### config.mk
export PLATFORM = sky130hd
export DESIGN_NAME = aes_key_unit
export DESIGN_NICKNAME = d
export VERILOG_FILES = /design/src/rtl/aes_pkg.sv /design/src/rtl/aes_key_unit.sv
export SDC_FILE = /design/constraint.sdc
export NUM_CORES = 1
export LEC_CHECK = 0
export BUFFER_PORTS_ARGS = -buffer_cell sky130_fd_sc_hd__buf_2
export CAP_MARGIN = 0
export CELL_PAD_IN_SITES_DETAIL_PLACEMENT = 1
export CELL_PAD_IN_SITES_GLOBAL_PLACEMENT = 1
export CORE_MARGIN = 3
export CORE_UTILIZATION = 42
export CTS_BUF_LIST = sky130_fd_sc_hd__clkbuf_8
export DETAILED_ROUTE_END_ITERATION = 16
export PLACE_DENSITY = 0.8
export RECOVER_POWER = 50
export SYNTH_ARGS = -nofsm -noshare
export SYNTH_HDL_FRONTEND = slang
export SYNTH_SLANG_ARGS = --single-unit
export TNS_END_PERCENT = 10
### constraint.sdc
create_clock -name clk_i -period 4 [get_ports clk_i]
set_input_delay 0.4 -clock clk_i [delete_from_list [all_inputs] [get_ports clk_i]]
set_output_delay 0.4 -clock clk_i [all_outputs]
set_load 0.02 [all_outputs]
### src/rtl/aes_pkg.sv
// aes-128 shared types, constants and round functions
// s-box tables are built at elaboration from the gf(2^8) inverse and the affine map
// no dependencies
package aes_pkg;

  localparam int unsigned NUM_ROUNDS = 10;
  localparam int unsigned BLOCK_W    = 128;
  localparam int unsigned HALF_W     = 64;
  localparam int unsigned CFG_IDX_W  = 1;

  typedef enum logic {
    CMD_ENC = 1'b0,
    CMD_DEC = 1'b1
  } cmd_e;

  typedef enum logic [CFG_IDX_W-1:0] {
    REG_KEY_HIGH = 1'b0,
    REG_KEY_LOW  = 1'b1
  } cfg_reg_e;

  // payload handed from one round cell to the next
  typedef struct packed {
    cmd_e                 cmd;
    logic [BLOCK_W-1:0]   state;
    logic [BLOCK_W-1:0]   key;
  } stage_t;

  typedef logic [7:0] sbox_tbl_t [256];

  function automatic logic [7:0] xtime(input logic [7:0] a);
    return {a[6:0], 1'b0} ^ (a[7] ? 8'h1b : 8'h00);
  endfunction

  function automatic logic [7:0] gf_mul(input logic [7:0] a, input logic [7:0] b);
    logic [7:0] acc;
    logic [7:0] aa;
    acc = 8'h00;
    aa  = a;
    for (int i = 0; i < 8; i++) begin
      if (b[i]) acc = acc ^ aa;
      aa = xtime(aa);
    end
    return acc;
  endfunction

  function automatic logic [7:0] rotl8(input logic [7:0] v, input int unsigned n);
    logic [15:0] w;
    w = {v, v} << n;
    return w[15:8];
  endfunction

  function automatic sbox_tbl_t build_sbox(input logic inverse);
    sbox_tbl_t  tbl;
    logic [7:0] x;
    logic [7:0] b;
    logic [7:0] acc;
    logic [7:0] base;
    logic [7:0] e;
    for (int i = 0; i < 256; i++) begin
      x = 8'(i);
      if (inverse) b = rotl8(x, 1) ^ rotl8(x, 3) ^ rotl8(x, 6) ^ 8'h05;
      else b = x;
      // b^254 is the field inverse, zero maps to zero
      acc  = 8'h01;
      base = b;
      e    = 8'd254;
      for (int k = 0; k < 8; k++) begin
        if (e[k]) acc = gf_mul(acc, base);
        base = gf_mul(base, base);
      end
      if (inverse) tbl[i] = acc;
      else tbl[i] = acc ^ rotl8(acc, 1) ^ rotl8(acc, 2) ^ rotl8(acc, 3)
                        ^ rotl8(acc, 4) ^ 8'h63;
    end
    return tbl;
  endfunction

  localparam sbox_tbl_t SBOX_FWD = build_sbox(1'b0);
  localparam sbox_tbl_t SBOX_INV = build_sbox(1'b1);

  function automatic logic [7:0] rcon(input int unsigned n);
    logic [7:0] r;
    r = 8'h01;
    for (int i = 1; i < 16; i++) begin
      if (i < n) r = xtime(r);
    end
    return r;
  endfunction

  function automatic logic [7:0] get_byte(input logic [BLOCK_W-1:0] s, input int unsigned i);
    return s[BLOCK_W-1-8*i -: 8];
  endfunction

  function automatic logic [BLOCK_W-1:0] sub_shift_fwd(input logic [BLOCK_W-1:0] s);
    logic [BLOCK_W-1:0] t;
    for (int c = 0; c < 4; c++) begin
      for (int r = 0; r < 4; r++) begin
        t[BLOCK_W-1-8*(r+4*c) -: 8] = SBOX_FWD[get_byte(s, r + 4*((c + r) % 4))];
      end
    end
    return t;
  endfunction

  function automatic logic [BLOCK_W-1:0] sub_shift_inv(input logic [BLOCK_W-1:0] s);
    logic [BLOCK_W-1:0] t;
    for (int c = 0; c < 4; c++) begin
      for (int r = 0; r < 4; r++) begin
        t[BLOCK_W-1-8*(r+4*c) -: 8] = SBOX_INV[get_byte(s, r + 4*((c - r + 4) % 4))];
      end
    end
    return t;
  endfunction

  function automatic logic [BLOCK_W-1:0] mix(input logic [BLOCK_W-1:0] s, input logic inverse);
    logic [BLOCK_W-1:0] t;
    logic [7:0]         acc;
    logic [7:0]         m [4];
    if (inverse) begin
      m[0] = 8'd14; m[1] = 8'd11; m[2] = 8'd13; m[3] = 8'd9;
    end else begin
      m[0] = 8'd2;  m[1] = 8'd3;  m[2] = 8'd1;  m[3] = 8'd1;
    end
    for (int c = 0; c < 4; c++) begin
      for (int r = 0; r < 4; r++) begin
        acc = 8'h00;
        for (int k = 0; k < 4; k++) begin
          acc = acc ^ gf_mul(m[(k - r + 4) % 4], get_byte(s, k + 4*c));
        end
        t[BLOCK_W-1-8*(r+4*c) -: 8] = acc;
      end
    end
    return t;
  endfunction

  // rotate then substitute the last key word, plus round constant
  function automatic logic [31:0] sub_rot(input logic [31:0] w, input logic [7:0] rc);
    return {SBOX_FWD[w[23:16]] ^ rc, SBOX_FWD[w[15:8]], SBOX_FWD[w[7:0]], SBOX_FWD[w[31:24]]};
  endfunction

  function automatic logic [BLOCK_W-1:0] key_fwd(input logic [BLOCK_W-1:0] p,
                                                 input logic [7:0] rc);
    logic [31:0] n0, n1, n2, n3;
    n0 = p[127:96] ^ sub_rot(p[31:0], rc);
    n1 = p[95:64] ^ n0;
    n2 = p[63:32] ^ n1;
    n3 = p[31:0] ^ n2;
    return {n0, n1, n2, n3};
  endfunction

  function automatic logic [BLOCK_W-1:0] key_inv(input logic [BLOCK_W-1:0] n,
                                                 input logic [7:0] rc);
    logic [31:0] p0, p1, p2, p3;
    p3 = n[31:0] ^ n[63:32];
    p2 = n[63:32] ^ n[95:64];
    p1 = n[95:64] ^ n[127:96];
    p0 = n[127:96] ^ sub_rot(p3, rc);
    return {p0, p1, p2, p3};
  endfunction

endpackage

### src/rtl/aes_key_unit.sv
// key registers and last round key derivation, one schedule step per cycle
// depends on aes_pkg
module aes_key_unit (
  input  logic                            clk_i,
  input  logic                            rst_ni,
  input  logic                            cfg_we_i,
  input  logic [aes_pkg::CFG_IDX_W-1:0]   cfg_index_i,
  input  logic [aes_pkg::HALF_W-1:0]      cfg_data_i,
  output logic [aes_pkg::BLOCK_W-1:0]     key_o,
  output logic [aes_pkg::BLOCK_W-1:0]     last_key_o,
  output logic                            busy_o
);
  import aes_pkg::*;

  logic [BLOCK_W-1:0] key_q, key_d;
  logic [BLOCK_W-1:0] work_q, work_d;
  logic [7:0]         rc_q, rc_d;
  logic [3:0]         cnt_q, cnt_d;
  logic               busy_q, busy_d;

  always_comb begin
    key_d = key_q;
    if (cfg_we_i) begin
      case (cfg_reg_e'(cfg_index_i))
        REG_KEY_HIGH: key_d[127:64] = cfg_data_i;
        REG_KEY_LOW:  key_d[63:0]   = cfg_data_i;
        default:      key_d = key_q;
      endcase
    end
  end

  always_comb begin
    work_d = work_q;
    rc_d   = rc_q;
    cnt_d  = cnt_q;
    busy_d = busy_q;
    if (cfg_we_i) begin
      work_d = key_d;
      rc_d   = 8'h01;
      cnt_d  = '0;
      busy_d = 1'b1;
    end else if (busy_q) begin
      work_d = key_fwd(work_q, rc_q);
      rc_d   = xtime(rc_q);
      cnt_d  = cnt_q + 4'd1;
      if (cnt_q == 4'(NUM_ROUNDS - 1)) busy_d = 1'b0;
    end
  end

  always_ff @(posedge clk_i or negedge rst_ni) begin
    if (!rst_ni) begin
      key_q  <= '0;
      work_q <= '0;
      rc_q   <= 8'h01;
      cnt_q  <= '0;
      busy_q <= 1'b1;
    end else begin
      key_q  <= key_d;
      work_q <= work_d;
      rc_q   <= rc_d;
      cnt_q  <= cnt_d;
      busy_q <= busy_d;
    end
  end

  assign key_o      = key_q;
  assign last_key_o = work_q;
  assign busy_o     = busy_q;

endmodule

# Yosys cells after proc, flatten, opt, wreduce, memory -nomap -nowiden
# Memories as Yosys holds them, arrays and structs flattened.
# Cells that the tools add are included.
dict set report totals {
  regBits 269
  mem_bits_ro 8192
  in_bits 68
  output_inout_bits 257
  word_cells 47
  mem_count 4
}
# name depth width rd rd_clocked_by_memory_dff write_ports line
set mem_list {}
lappend mem_list {{(no name shown)} 256 8 1 0 0 aes_pkg.sv:137} ;# return {SBOX_FWD[w[23:16]] ^ rc, SBOX_FWD[w[15:8]], SBOX_FWD[w[7:0]], SBOX_FWD[w[31:24]]};
lappend mem_list {{(no name shown)} 256 8 1 0 0 aes_pkg.sv:137}
lappend mem_list {{(no name shown)} 256 8 1 0 0 aes_pkg.sv:137}
lappend mem_list {{(no name shown)} 256 8 1 0 0 aes_pkg.sv:137}
dict set report classes {
  n_addsub 1
  order_cmp 4
  eq_ne 1
  muxes 21
  bitwise 10
  n_reduce_logical 1
}
# operator n
set op_table {}
lappend op_table {{two-way mux 128 bit} 3}
lappend op_table {{two-way mux 64 bit} 2}
lappend op_table {{bitwise XOR 32 bit} 4}
lappend op_table {{two-way mux 8 bit} 10}
lappend op_table {{greater-or-equal comparator 9 bit (second input constant)} 4}
lappend op_table {{inverter 8 -> 9 bit} 4}
lappend op_table {{two-way mux 4 bit} 2}
lappend op_table {{bitwise XOR 8 x 5 -> 8 bit} 1}
lappend op_table {{bitwise XOR 8 bit} 1}
lappend op_table {{two-way mux 5 bit} 1}
lappend op_table {{adder 4 x 1 -> 4 bit (second input constant)} 1}
lappend op_table {{== test 4 bit (second input constant)} 1}
lappend op_table {{two-way mux 1 bit} 3}
lappend op_table {{nonzero test 2 bit} 1}

# Logic depth before layout (Yosys ltp)
dict set report depth {
  word_depth 11
  ltp_mapped 16
  mapped_depth_nobuf 11
}

# Worst setup path before layout
# No wires, ideal clock.
dict set report synth_path {
  path_type {register to register}
  from {reg work_q[17] (netlist: last_key_o[17])}
  to {reg work_q[30] (netlist: last_key_o[30])}
  setup_time_ps 130
  arrival_ps 3966
  t_required_ps 3870
  slack_ps -97
  path_stages_with_launch 17
  n_path_buf 5
  period_less_slack_ps 4097
  path_cell_list {dfrtp_1 > clkbuf_1 > clkbuf_1 > clkbuf_1 > inv_1 > ha_1 > clkbuf_1 > nand2b_1 > clkbuf_1 > nand2_1 > mux4_2 > a22oi_1 > a32oi_2 > xnor3_1 > nand2_1 > xnor2_1 > o21ai_1}
}
dict set report synth_via {
  elab_chain_cells 11
}
# element line
set synth_rtl {}
lappend synth_rtl {{start: declaration} aes_key_unit.sv:16} ;# logic [BLOCK_W-1:0] work_q, work_d;
lappend synth_rtl {{start signal: assignment} aes_key_unit.sv:59} ;# work_q <= work_d;
lappend synth_rtl {{inverter 8 -> 9 bit (implied by the code)} aes_pkg.sv:137}
lappend synth_rtl {{memory (256 x 8 bit)} -}
lappend synth_rtl {{two-way mux 8 bit (implied by the code) (2 in a row)} aes_pkg.sv:137}
lappend synth_rtl {{bitwise XOR 8 bit} aes_pkg.sv:137}
lappend synth_rtl {{bitwise XOR 32 bit} aes_pkg.sv:143} ;# n0 = p[127:96] ^ sub_rot(p[31:0], rc);
lappend synth_rtl {{bitwise XOR 32 bit} aes_pkg.sv:144} ;# n1 = p[95:64] ^ n0;
lappend synth_rtl {{bitwise XOR 32 bit} aes_pkg.sv:145} ;# n2 = p[63:32] ^ n1;
lappend synth_rtl {{bitwise XOR 32 bit} aes_pkg.sv:146} ;# n3 = p[31:0] ^ n2;
lappend synth_rtl {{two-way mux 128 bit} aes_key_unit.sv:42} ;# end else if (busy_q) begin
lappend synth_rtl {{two-way mux 128 bit} aes_key_unit.sv:37} ;# if (cfg_we_i) begin
# Every way passes these cells. The select of a mux whose other input is x is not followed.
# A chain may end at the register's enable or synchronous reset.

# Worst setup path in the final report
dict set report layout_path {
  from {reg work_q[24] (netlist: last_key_o[24])}
  to {reg work_q[37] (netlist: last_key_o[37])}
}
dict set report layout_via {
  elab_chain_cells 9
}
# element line
set layout_rtl {}
lappend layout_rtl {{inverter 8 -> 9 bit (implied by the code)} aes_pkg.sv:137}
lappend layout_rtl {{memory (256 x 8 bit)} -}
lappend layout_rtl {{two-way mux 8 bit (implied by the code) (2 in a row)} aes_pkg.sv:137}
lappend layout_rtl {{bitwise XOR 32 bit} aes_pkg.sv:143}
lappend layout_rtl {{bitwise XOR 32 bit} aes_pkg.sv:144}
lappend layout_rtl {{bitwise XOR 32 bit} aes_pkg.sv:145}
lappend layout_rtl {{two-way mux 128 bit} aes_key_unit.sv:42}
lappend layout_rtl {{two-way mux 128 bit} aes_key_unit.sv:37}
# Every way passes these cells. The select of a mux whose other input is x is not followed.

==> qor.yml <==
logic_synthesis:
  synthesis.area_um2: 28600
  ys_ff_latch: 269
  yosysWarnings: 0
  ys_top_cells_by_count: "dfrtp_1, nand2_1, a21oi_1, clkbuf_1, nor2_1"
  synth_top_area_cell: "dfrtp_1"
  synthDistinctLibCells: 101
  synth-edff-count: 0
  yosysSeqAreaShare: 0.235
  synth.most_common_cell: "dfrtp_1"
  synth_top_cells_by_area: "dfrtp_1, mux2_2, a21oi_1"
  avgSynthCellArea_um2: 8.11
  synth_nets: 3659
  synth_top_area_frac: 0.233
  synthArstFlopShare: 1.00
  synth_cells: 3529
  synthFlopType: "dfrtp_1"
placement:
  dp_hpwl_um: 97600
  gp_congestion: 1.07
  port_buffers: 324
sta:
  whs_ns: 0.0396
  finalHoldViolCount: 0
  rsz0062_at_grt: "no"
  tns_ns: 0
  period_share: 0.975
  drv_slew: 164
  fin_crit_ns: 3.90
  setup_viol: 0
  relSlewSlack: -0.361
  tightest_slew_ns: 2.04
  skew_ns: 0.0542
  fmax_mhz: 256
cells_and_area:
  synthToLayoutAreaGrowth_pct: 15.1
  nNetsFinal: 3907
  layout-drive-gt1-share: 0.212
  n_fill_cell: 8197
  utilization: 0.489
route:
  drt_iter0_markers: 4026
  wirelength_um: 140000
  wl_per_cell_um: 29.8
  drc: 0
  dr.pass1.iters: 6
  vias: 32100
  avgViaCountPerCell: 6.85
  ant_nets: 0
min_path:
  hp-class: "input port to flip-flop"
  whs_path_depth: 2
  min_to: "key_o[123]"
  min_from: "cfg_data_i[59]"
floorplanning:
  start_util: 0.425
  core_area_um2: 67400
  die_y_um: 267
  io_pins: 325
  rows: 95
  die_area_um2: 71300
  die_width_um: 267
setup_path:
  r2r_end: "last_key_o[37]"
  cp.required_ns: 4.56
  rr_worst_depth: 11
  cp_max_fo: 8
  start_kind: "flip-flop"
  worstSetupPathType: "flip-flop to flip-flop"
  r2r_slack_ns: 0.1
  reg2reg_from: "last_key_o[24]"
  arrival_ns: 4.46
  endpoint_kind: "flip-flop"
clock_network:
  clk_latency_ns: 0.69
  post_cts_buffers: 0
  htree_num_levels: 2
  cts_buffer_depth: 3
  cts_tree: "yes"
  numCtsBuffers: 50
  clkSinkCount: 269
  cts.clk_slew.worst_paths_ns: 0.06
  root_buffer: "clkbuf_8"
grt:
  grt_pass1_wl_um: 210000
  grt_pass1_vias: 32200
  grt_max_degree: 116
  antenna_found_initial: 3
  grtUsageTotal: 0.380
  grt-ovfl-total: 0
status:
  violations: "capacitance limit, slew limit"
  outcome: "finished with violations"
run:
  cap_violations: 3
==> stage by stage <==
step           cell area, um^2  std cells  setup WS (ns)
3_3_place_gp             31600       4555          0.105
6_report                 32900       4692         0.0989
2_1_floorplan            28600       3529        0.00916
3_5_place_dp             31600       4555        -0.0250
5_1_grt                  32900       4690       0.000389
4_1_cts                  33100       4689          0.150
==> worst max-delay path by stage <==
stage,start,endpoint
CTS,last_key_o[25],last_key_o[7]
global route,last_key_o[9],last_key_o[18]
finish,last_key_o[24],last_key_o[37]
detailed placement,last_key_o[25],last_key_o[7]
floorplan,last_key_o[17],last_key_o[30]
global placement,last_key_o[24],last_key_o[7]
==> final cells by class <==
class	count	area, um^2	share of cell area
Multi-Input combinational cell	2813	20000	0.606
Sequential cell	269	6770	0.205
Timing Repair Buffer	586	3890	0.118
Tap cell	873	1090	0.0332
Clock buffer	58	798	0.0242
Inverter	57	219	0.00665
Clock inverter	33	199	0.00604
Antenna cell	3	7.51	0.000228
==> layer usage <==
layer,vias up,share of wire,global-route usage
met1,15900,0.39,0.486
met4,2,0.064,0.210
li1,13600,-,-
met2,2036,0.45,0.594
met5,-,0.000086,0
met3,536,0.10,0.0878
==> cells by family (layout without fill, tap and decap cells) <==
family,after synthesis,after routing,share of synthesized area
adders and majority gates,62,62,0.0271
DFF,269,269,0.235
xor gates and xnor gates,220,220,0.0742
and+or+nand+nor,1128,1128,0.204
buffers and inverters,447,734,0.0676
muxes,271,271,0.114
AOI/OAI and AO/OA,1132,1132,0.278
other,0,3,0
==> cell usage in the layout, fill, tap and decap left out, types with 17 or more instances in the layout <==
cell             n
xor2_1          77
o311ai_0        32
a21oi_1        249
o221ai_1        23
dlygate4sd3_1   43
o211ai_1        54
or3_1           29
a221oi_1        31
o31ai_1         25
a211oi_1       124
nand2b_1       114
ha_1            62
inv_1           63
buf_4          196
o2111ai_1       17
mux2i_1         87
mux4_2          29
buf_2          257
nor3_1          76
nor2_1         190
clkbuf_8        58
dfrtp_1        254
a31oi_1         65
nor2b_1        164
and2_1          31
clkbuf_1        64
nand4_1         20
xnor2_1        129
a21o_1          23
a311oi_1        42
o21ai_0        173
and3_1          29
a211o_1         29
buf_12          22
mux2_2         146
nand3_1        108
o31a_1          20
nand2_1        257
or2_2           26
==> critical path, cell delays in order, from the launching register on <==
cell      delay (ns)
dfrtp_1         0.38
inv_1           0.26
ha_1            0.37
buf_4           0.19
nor2b_1         0.07
o31ai_1         0.66
o32a_1          0.28
o211ai_1        0.24
a41oi_1         0.58
xnor2_1         0.26
or3_1           0.36
a31oi_1         0.17
==> sequential cells by signal, summed over array words and instances (netlist names) <==
register    flops
busy_o          1
cnt_q           4
key_o         128
last_key_o    128
rc_q            8
==> repair_timing <==
action                     4_1_cts  5_1_grt
hold endpoints to repair       139        0
gates resized for setup          1        2
hold buffers                    43        0
setup endpoints to repair        1        1
Power is left out: the tool's default activity adds up to more than one toggle a clock period on the data nets, which glitch-free logic cannot reach.
